**src/sv/color_combine_unit_macros.svh**
```systemverilog
// ----------------------------------------------------------------------------
// color_combine_unit_macros
// Assertion macros shared by the color combine unit.
// ----------------------------------------------------------------------------
`ifndef COLOR_COMBINE_UNIT_MACROS_SVH
`define COLOR_COMBINE_UNIT_MACROS_SVH

// same-cycle implication, disabled while in reset
`define CCU_ASSERT_NOW(label, ante, cons, msg) \
    label: assert property (@(posedge aclk) disable iff (!aresetn) (ante) |-> (cons)) \
        else $error(msg);

// next-cycle implication, disabled while in reset
`define CCU_ASSERT_NEXT(label, ante, cons, msg) \
    label: assert property (@(posedge aclk) disable iff (!aresetn) (ante) |=> (cons)) \
        else $error(msg);

`endif

```
**src/sv/ccu_pkg.sv**
```systemverilog
// ----------------------------------------------------------------------------
// ccu_pkg
// Command codes and fixed port widths of the color combine unit.
// ----------------------------------------------------------------------------
package ccu_pkg;

    localparam int PORT_BITS = 8;
    localparam int CMD_BITS  = 4;

    typedef logic [CMD_BITS-1:0]  cmd_t;
    typedef logic [PORT_BITS-1:0] port_chan_t;

    localparam cmd_t CMD_LOAD      = 4'd0;
    localparam cmd_t CMD_ADD       = 4'd1;
    localparam cmd_t CMD_ALPHA_ADD = 4'd2;
    localparam cmd_t CMD_SUB       = 4'd3;
    localparam cmd_t CMD_ALPHA_SUB = 4'd4;
    localparam cmd_t CMD_MODULATE  = 4'd5;
    localparam cmd_t CMD_BLEND     = 4'd6;
    localparam cmd_t CMD_LIGHTER   = 4'd7;
    localparam cmd_t CMD_DARKER    = 4'd8;

endpackage

```
**src/sv/ccu_chan.sv**
```systemverilog
// ----------------------------------------------------------------------------
// ccu_chan
// One color channel of the combine datapath: saturating add and subtract,
// scaled products, blend and min/max, with one shared multiplier.
// ----------------------------------------------------------------------------
module ccu_chan #(
    parameter int CHANNEL_BITS = 8,
    parameter bit IS_ALPHA     = 1'b0
) (
    input  ccu_pkg::cmd_t            command,
    input  logic [CHANNEL_BITS-1:0]  cur,
    input  logic [CHANNEL_BITS-1:0]  arg,
    input  logic [CHANNEL_BITS-1:0]  weight,
    output logic [CHANNEL_BITS-1:0]  result
);
    import ccu_pkg::*;

    localparam int N = CHANNEL_BITS;
    localparam logic [N-1:0]   CH_MAX   = {N{1'b1}};
    localparam logic [2*N-1:0] ROUND_UP = (2*N)'(CH_MAX);

    logic           arg_ge;
    logic [N-1:0]   delta;
    logic [N-1:0]   mul_x;
    logic [N-1:0]   mul_y;
    logic [2*N-1:0] prod;
    logic [2*N-1:0] prod_up;
    logic [N-1:0]   scaled;
    logic [N-1:0]   scaled_up;
    logic [N-1:0]   addend;
    logic [N:0]     sum;
    logic [N-1:0]   add_sat;
    logic [N-1:0]   sub_sat;

    assign arg_ge = (arg >= cur);
    assign delta  = arg_ge ? (arg - cur) : (cur - arg);

    // operand select for the shared multiplier
    always_comb begin
        priority if (command == CMD_MODULATE) begin
            mul_x = cur;
            mul_y = arg;
        end else if (command == CMD_BLEND) begin
            mul_x = delta;
            mul_y = weight;
        end else begin
            mul_x = arg;
            mul_y = weight;
        end
    end

    assign prod      = (2*N)'(mul_x) * (2*N)'(mul_y);
    assign prod_up   = prod + ROUND_UP;
    assign scaled    = prod[2*N-1:N];
    assign scaled_up = prod_up[2*N-1:N];

    // rgb channels take the alpha-weighted argument for the weighted ops
    assign addend = (!IS_ALPHA && (command == CMD_ALPHA_ADD || command == CMD_ALPHA_SUB))
                    ? scaled : arg;

    assign sum     = {1'b0, cur} + {1'b0, addend};
    assign add_sat = sum[N] ? CH_MAX : sum[N-1:0];
    assign sub_sat = (addend >= cur) ? '0 : (cur - addend);

    always_comb begin
        unique case (command)
            CMD_LOAD:                result = arg;
            CMD_ADD, CMD_ALPHA_ADD:  result = add_sat;
            CMD_SUB, CMD_ALPHA_SUB:  result = sub_sat;
            CMD_MODULATE:            result = scaled;
            CMD_BLEND: begin
                if (IS_ALPHA) begin
                    result = cur;
                end else begin
                    result = arg_ge ? (cur + scaled) : (cur - scaled_up);
                end
            end
            CMD_LIGHTER:             result = (IS_ALPHA || !arg_ge) ? cur : arg;
            CMD_DARKER:              result = (IS_ALPHA || arg_ge) ? cur : arg;
            default:                 result = cur;
        endcase
    end

endmodule

```
**src/sv/color_combine_unit.sv**
```systemverilog
// ----------------------------------------------------------------------------
// color_combine_unit
// ARGB point color combine unit with valid/ready word channels.
//
// The s_ channel carries a command and an argument color; the m_ channel
// returns the point color after that command, one word per input word.
// A word is taken into an input register, combined with the stored point
// color in one pass through the per-channel datapath, and written both to
// the point color register and to the output register.
// An accepted word passes the input and then the output register to m_valid.
// Throughput: one word per cycle without receiver stalls, set by the point color loop.
// Reset (aresetn low, synchronous) clears the point color to zero and
// empties both the input and output registers.
// When the receiver stalls, the output word holds; one more word can wait
// in the input register, after which s_ready falls until m_ready returns.
// ----------------------------------------------------------------------------
module color_combine_unit #(
    parameter int CHANNEL_BITS = 8
) (
    input  logic                   aclk,
    input  logic                   aresetn,
    input  logic                   s_valid,
    output logic                   s_ready,
    input  ccu_pkg::cmd_t          s_command,
    input  ccu_pkg::port_chan_t    s_arg_alpha,
    input  ccu_pkg::port_chan_t    s_arg_red,
    input  ccu_pkg::port_chan_t    s_arg_green,
    input  ccu_pkg::port_chan_t    s_arg_blue,
    output logic                   m_valid,
    input  logic                   m_ready,
    output ccu_pkg::port_chan_t    m_out_alpha,
    output ccu_pkg::port_chan_t    m_out_red,
    output ccu_pkg::port_chan_t    m_out_green,
    output ccu_pkg::port_chan_t    m_out_blue
);
    import ccu_pkg::*;

    `include "color_combine_unit_macros.svh"

    localparam int NUM_CHANS = 4;

    logic                    in_valid_reg;
    cmd_t                    cmd_reg;
    port_chan_t              arg_reg   [NUM_CHANS];
    logic [CHANNEL_BITS-1:0] arg_ext   [NUM_CHANS];
    logic [CHANNEL_BITS-1:0] color_reg [NUM_CHANS];
    logic [CHANNEL_BITS-1:0] color_next[NUM_CHANS];
    logic                    m_valid_reg;
    port_chan_t              m_out_reg [NUM_CHANS];
    logic                    out_free;
    logic                    advance;
    logic                    in_take;

    assign out_free = !m_valid_reg || m_ready;
    assign advance  = in_valid_reg && out_free;
    assign s_ready  = !in_valid_reg || out_free;
    assign in_take  = s_valid && s_ready;

    // input register
    always_ff @(posedge aclk) begin
        if (!aresetn) begin
            in_valid_reg <= 1'b0;
        end else if (in_take) begin
            in_valid_reg <= 1'b1;
        end else if (advance) begin
            in_valid_reg <= 1'b0;
        end
    end

    always_ff @(posedge aclk) begin
        if (in_take) begin
            cmd_reg    <= s_command;
            arg_reg[0] <= s_arg_alpha;
            arg_reg[1] <= s_arg_red;
            arg_reg[2] <= s_arg_green;
            arg_reg[3] <= s_arg_blue;
        end
    end

    // per-channel datapath, channel 0 is alpha
    for (genvar i = 0; i < NUM_CHANS; i++) begin : g_chan
        assign arg_ext[i] = CHANNEL_BITS'(arg_reg[i]);

        ccu_chan #(
            .CHANNEL_BITS (CHANNEL_BITS),
            .IS_ALPHA     (i == 0)
        ) u_chan (
            .command (cmd_reg),
            .cur     (color_reg[i]),
            .arg     (arg_ext[i]),
            .weight  (arg_ext[0]),
            .result  (color_next[i])
        );

        always_ff @(posedge aclk) begin
            if (!aresetn) begin
                color_reg[i] <= '0;
            end else if (advance) begin
                color_reg[i] <= color_next[i];
            end
        end

        always_ff @(posedge aclk) begin
            if (advance) begin
                m_out_reg[i] <= color_next[i][PORT_BITS-1:0];
            end
        end
    end

    // output register
    always_ff @(posedge aclk) begin
        if (!aresetn) begin
            m_valid_reg <= 1'b0;
        end else if (advance) begin
            m_valid_reg <= 1'b1;
        end else if (m_ready) begin
            m_valid_reg <= 1'b0;
        end
    end

    assign m_valid     = m_valid_reg;
    assign m_out_alpha = m_out_reg[0];
    assign m_out_red   = m_out_reg[1];
    assign m_out_green = m_out_reg[2];
    assign m_out_blue  = m_out_reg[3];

    `CCU_ASSERT_NEXT(a_word_moves_out, advance, m_valid_reg, "word lost between stages")
    `CCU_ASSERT_NEXT(a_take_fills, in_take, in_valid_reg, "accepted word not registered")
    `CCU_ASSERT_NEXT(a_out_matches_color, advance,
        m_out_reg[1] == color_reg[1][PORT_BITS-1:0] &&
        m_out_reg[0] == color_reg[0][PORT_BITS-1:0],
        "output word differs from point color")
    `CCU_ASSERT_NOW(a_full_stall, in_valid_reg && m_valid_reg && !m_ready, !s_ready,
        "input accepted while both stages are full")

endmodule

```
**config.mk**
```make
export PLATFORM = sky130hd
export DESIGN_NAME = color_combine_unit
export DESIGN_NICKNAME = d
export VERILOG_FILES = /design/src/sv/ccu_pkg.sv /design/src/sv/ccu_chan.sv /design/src/sv/color_combine_unit.sv
export VERILOG_INCLUDE_DIRS = /design/src /design/src/sv
export SDC_FILE = /design/constraint.sdc
export NUM_CORES = 1
export LEC_CHECK = 0
export BUFFER_PORTS_ARGS = -buffer_cell sky130_fd_sc_hd__buf_4
export CAP_MARGIN = 15
export CORE_MARGIN = 2
export CORE_UTILIZATION = 59
export DETAILED_ROUTE_END_ITERATION = 12
export PLACE_DENSITY = 0.8
export SETUP_SLACK_MARGIN = 0.1
export SLEW_MARGIN = 5
export SYNTH_ARGS = -nofsm -noshare
export SYNTH_HDL_FRONTEND = slang
export SYNTH_SLANG_ARGS = --single-unit
```
**constraint.sdc**
```tcl
create_clock -name aclk -period 8.9 [get_ports aclk]
set_clock_uncertainty 0.2 [all_clocks]
set_input_delay 1.335 -clock aclk [delete_from_list [all_inputs] [get_ports aclk]]
set_output_delay 1.335 -clock aclk [all_outputs]
set_load 0.02 [all_outputs]
```
==> impl_metrics.toml, run 1 <==
[synthesis]
ys_seq_elements = 102
synth_area_mm2 = 0.0202
synth_most_common_cell = "inv_1"
synth_nets = 2913
ys_warn_count = 0
syn_inst = 2428
yosys-top-cells-count = "inv_1 (354), ha_1 (284), nor2_1 (264), a21oi_1 (182), fa_1 (161)"
synth_top_area_share_pct = 17.6
synth.avg_cell_area_um2 = 8.34
synthFlopType = "edfxtp_1"
synth_edf_count = 100
synth_top_area_cell = "ha_1"
synthTopCellsByArea = "ha_1 (18%), fa_1 (16%), edfxtp_1 (15%)"
ys_async_sr_fraction_pct = 0
synthDistinctLibCells = 91
yosysSeqAreaShare_pct = 15.0

[cells_and_area]
fin_area_mm2 = 0.0277
area_delta_synth_final_pct = 36.7
fillCellCount = 1991
seqCellArea_mm2 = 0.00304
fin_util_pct = 82.1
multi_input_area_mm2 = 0.0176
antenna_cells = 0
layout-drive-gt1-share_pct = 33.9
layout.nets = 3469

[die]
die_w_um = 189
fp.dieH_um = 189
core-area_mm2 = 0.0337
rows = 67
die_area_mm2 = 0.0358
ios = 74
start_util_pct = 60.1

[power_and_ir_drop]
finalPower_uw = 10900
power.internal_uw = 5630
ir_drop_mv = 0.396
swShare_pct = 48.2
leakage_uw = 0.0132
power_density_mw_per_mm2 = 393
seq_power_share_pct = 5.7
switching_power_uw = 5240
pwr-share-comb_pct = 89.9
clock_power_share_pct = 4.3

[clock_tree]
clkTransAtPathRegs_ps = 90
h-tree-depth = 3
numCtsBuffers = 9
ctsRootBufferMaster = "clkbuf_16"
clk_path_buf_depth = 2
cts.sinks = 102
cts_tree = "done"
ctsHoldBuffers = 0
worst_skew_pair.late_latency_ps = 410

[sta]
fin_crit_sh_pct = 111
hold_violations = 0
rsz0062_at_grt = "yes"
final_max_slew_viol_count = 0
worst_pin_slew_ps = 1220
setup_viol = 48
setup_ws_ps = -938
fmax_mhz = 102
slew_headroom_pct = 18.4
period_needed_ps = 9840

[setup_path]
cp_data_arrival_time_ps = 9800
cp_data_required_time_ps = 8860
critPathMaxStageDelay_ps = 560
cp-start-kind = "flop"
endpoint_kind = "flop"
crit_slowest_cell = "fa_1"
path_class = "reg2reg"
path_max_fanout = 6

[place]
port_buffers = 73
place.gp.congestion = 0.986
dpl.hpwl_mm = 53.6
dpl_cell_area_mm2 = 0.0249

[status]
outcome = "complete, but fails checks"
violations = "setup timing"

[grt]
grt_overflow_total = 0
antenna_found_initial = 1
track_usage_pct = 40.2
grt_pass1_wl_mm = 114
grt_max_degree = 44
grt_pass1_vias = 22200

[routing]
routed_wl_mm = 77.8
antenna_violating_nets_post_route = 0
vias_per_cell = 6.38
initialDrtViolationCount = 2229
drc = 0
drt_pass1_iterations = 6
wl_per_cell_um = 22.6
vias = 21900

[hold_path]
min_path_type = "reg2reg"

[run]
cap_violations = 0
cell type report:
class	count	share of cell area, %
Clock inverter	7	0.362
Tap cell	448	2.03
Timing Repair Buffer	616	17.4
Sequential cell	102	11.0
Multi-Input combinational cell	1900	63.6
Clock buffer	9	0.814
Inverter	355	4.84
cell families after synthesis:
| logic type | share of synthesized area (%) |
|---|---|
| mux | 2.18 |
| compound gates | 19.8 |
| simple gates | 15.8 |
| fa+ha+maj | 33.5 |
| xor+xnor | 5.68 |
| flops | 15.0 |
| buf+inv | 7.97 |
power groups by stage:
stage	Clock, uW	Sequential [uW]	Combinational, uW
final	472	624	9770
after global routing	481	627	10400
after CTS	468	621	8390
after detailed placement	0	631	7290
after global placement	0	631	7050
after floorplan	0	655	4640
repair_timing:
item / 4_1_cts / 5_1_grt
endpoints found under the hold margin: 0 / 0
setup buffers: 56 / 49
pin swaps: 102 / 138
gates resized for setup: 197 / 163
endpoints found under the setup margin: 48 / 48
critical path, delay by kind of cell, from the launching register on:
family	cells	cell delay, ps
flops	1	440
simple gates	6	1280
fa+ha+maj	9	3120
buf+inv	11	1350
compound gates	12	2190
xor+xnor	5	770
mux	1	220
layer usage:
layer,GRT usage [%],wire length [um]
met4,22.2,5470
met1,48.7,28100
met2,67.6,35900
met5,0,13
met3,7.62,8410
placed cells by master, fill, tap and decap left out, types with 19 or more instances in the layout:
| master | instances |
|---|---|
| buf_4 | 578 |
| inv_1 | 333 |
| ha_1 | 253 |
| nor2_1 | 247 |
| nand2_1 | 149 |
| fa_1 | 147 |
| a21oi_1 | 137 |
| edfxtp_1 | 100 |
| xnor2_1 | 83 |
| o21ai_0 | 41 |
| and2_1 | 41 |
| a21oi_2 | 40 |
| a21o_1 | 38 |
| buf_6 | 33 |
| nor3_1 | 32 |
| o21ai_2 | 29 |
| or2_2 | 28 |
| xor2_1 | 27 |
| ha_4 | 24 |
| o21ai_1 | 22 |
| o21bai_1 | 21 |
| o21a_1 | 21 |
| mux2i_1 | 20 |
| nand3_1 | 20 |
| a211oi_1 | 19 |
| o211ai_1 | 19 |
stage by stage:
stage	setup WS (ps)	setup TNS, ps	instances	hold WS [ps]
CTS	-489	-9860	3393	366
global placement	-551	-11900	3322	312
finish	-938	-24060	3437	371
floorplan	-125	-434	2428	290
global route	-1400	-41000	3437	406
detailed placement	-731	-20630	3322	348
final timing paths:
| path | startpoint | endpoint | slack (ps) | cells after the start |
|---|---|---|---|---|
| setup / recovery | arg_reg[2][0]$_DFFE_PP_ | color_reg[2][5]$_SDFFCE_PN0P_ | -940 | 44 |
| hold / removal | in_valid_reg$_SDFFE_PN0P_ | m_valid$_SDFFE_PN0P_ | 370 | 1 |
| hold reg to reg | in_valid_reg$_SDFFE_PN0P_ | m_valid$_SDFFE_PN0P_ | 370 | 1 |
| setup reg to reg | arg_reg[2][0]$_DFFE_PP_ | color_reg[2][5]$_SDFFCE_PN0P_ | -940 | 44 |
Note: power is estimated with default switching activity, not from simulation.
==> run 2: changes to the inputs <==
--- a/config.mk
+++ b/config.mk
@@ -6,11 +6,12 @@
 export SDC_FILE = /design/constraint.sdc
 export NUM_CORES = 1
 export LEC_CHECK = 0
-export BUFFER_PORTS_ARGS = -buffer_cell sky130_fd_sc_hd__buf_4
+export BUFFER_PORTS_ARGS = -buffer_cell sky130_fd_sc_hd__buf_2
 export CAP_MARGIN = 15
 export CORE_MARGIN = 2
 export CORE_UTILIZATION = 59
 export DETAILED_ROUTE_END_ITERATION = 12
+export GPL_TIMING_DRIVEN = 0
 export PLACE_DENSITY = 0.8
 export SETUP_SLACK_MARGIN = 0.1
 export SLEW_MARGIN = 5
==> impl_metrics.toml, run 2 (synthesis results as in run 1) <==
[hold_path]
min_path_type = "reg2reg"
min_path_cells = 1

[routing]
wl_met1_mm = 27.3
routed_wl_mm = 75.4
met2_wirelength_mm = 33.7
wl_per_cell_um = 23.8
drc = 0
drt_pass1_iterations = 7
initialDrtViolationCount = 2454
vias_per_cell = 6.55
wl_met3_mm = 8.50
vias = 20700
antenna_violating_nets_post_route = 0
top_layer_used = "met4"

[die]
ios = 74
die_area_mm2 = 0.0358
die_w_um = 189
fp.dieH_um = 189
start_util_pct = 60.1
core-area_mm2 = 0.0337
rows = 67

[setup_path]
critPathMaxStageDelay_ps = 720
cp_data_arrival_time_ps = 10000
path_delay_family = "adder cells"
path_class = "reg2reg"
cp_data_required_time_ps = 8880
crit_top_cell = "fa_1"
crit_slowest_cell = "a21oi_1"
endpoint_kind = "flop"
reg2reg_depth = 37
worst-path-buf-inv = 6
cp.depth = 37
cp-start-kind = "flop"
path_max_fanout = 10

[sta]
period_needed_ps = 10020
fin_crit_sh_pct = 113
hold_violations = 0
slew_headroom_pct = 10.8
fmax_mhz = 99.8
setup_ws_ps = -1120
worst_pin_slew_ps = 1330
final_max_slew_viol_count = 0
rsz0062_at_grt = "yes"
setup_viol = 48

[power_and_ir_drop]
switching_power_uw = 5010
power_density_mw_per_mm2 = 385
leakage_uw = 0.0117
seq_power_share_pct = 6.5
finalPower_uw = 9840
ir_drop_mv = 0.363
clock_power_share_pct = 4.6
pwr-share-comb_pct = 88.9
power.internal_uw = 4820
swShare_pct = 51.0

[clock_tree]
clk_path_buf_depth = 2
worst_skew_pair.late_latency_ps = 420
h-tree-depth = 3
ctsRootBufferMaster = "clkbuf_16"
cts_tree = "done"
cts.sinks = 102
clkTransAtPathRegs_ps = 100
numCtsBuffers = 9
ctsHoldBuffers = 0

[cells_and_area]
fin_area_mm2 = 0.0256
final_cell_mix = "inv_1 (337), ha_1 (249), nor2_1 (243)"
layout.nets = 3193
layout_commonest_cell = "inv_1"
layout-drive-gt1-share_pct = 26.9
fin_cells = 3162
fin_util_pct = 75.9
area_delta_synth_final_pct = 26.3

[status]
violations = "setup timing"
outcome = "complete, but fails checks"

[place]
dpl.hpwl_mm = 51.8
port_buffers = 73
dpl_cell_area_mm2 = 0.0218
dpl_worst_slack_ps = -1810
place.gp.congestion = 0.996
placed_cells = 2953

[grt]
grt_overflow_total = 0
track_usage_pct = 39.6
grt_pass1_vias = 20300
grt_pass1_wl_mm = 110
grt_max_degree = 23
antenna_found_initial = 2

[run]
cap_violations = 0
[run 2: cell count changes in the layout (fill, tap and decap cells not counted), moves of 15 or more]
cell and change:
a21oi_1 -28, a21oi_2 +21, buf_2 +78, buf_4 -402, buf_6 -19, clkbuf_1 +31
clkbuf_2 +15
[run 2: final cells by class]
cell class,instances,area [um2]
Timing Repair Buffer,271,2020
Sequential cell,102,3040
Antenna cell,1,2.50
Fill cell,2335,8130
Clock inverter,7,88.8
Inverter,355,1340
Clock buffer,9,225
Buffer,69,404
Multi-Input combinational cell,1900,17900
Tap cell,448,561
[run 2: timing repair]
| item | in CTS | in global routing |
|---|---|---|
| cloned | 2 | 0 |
| setup buffers | 120 | 75 |
| pin swaps | 97 | 132 |
| setup endpoints to repair | 48 | 64 |
| gates resized for setup | 183 | 253 |
[run 2: metal layers]
metal,global-route usage (%),vias to the layer above
met2,63.1,1385
li1,-,8942
met3,8.47,470
met4,25.3,0
met1,49.0,9907
met5,0,-
[run 2: path summary, 6_finish.rpt]
path	from	end	slack [ps]
worst min-delay path	in_valid_reg$_SDFFE_PN0P_	m_valid$_SDFFE_PN0P_	370
worst min register to register	in_valid_reg$_SDFFE_PN0P_	m_valid$_SDFFE_PN0P_	370
worst max register to register	cmd_reg[3]$_DFFE_PP_	color_reg[3][6]$_SDFFCE_PN0P_	-1120
worst max-delay path	cmd_reg[3]$_DFFE_PP_	color_reg[3][6]$_SDFFCE_PN0P_	-1120
[run 2: power groups by stage]
stage | Combinational (uW) | Sequential, uW | Clock [uW]
2_1_floorplan | 4640 | 655 | 0
3_3_place_gp | 5700 | 653 | 0
3_5_place_dp | 5900 | 653 | 0
4_1_cts | 7010 | 636 | 445
5_1_grt | 9280 | 644 | 458
6_report | 8740 | 641 | 452
[run 2: per-stage QoR]
stage	hold WS [ps]	setup TNS [ps]
after floorplan	290	-434
after global placement	308	-65250
after detailed placement	356	-71470
after CTS	376	-28920
after global routing	420	-45930
final	370	-37400
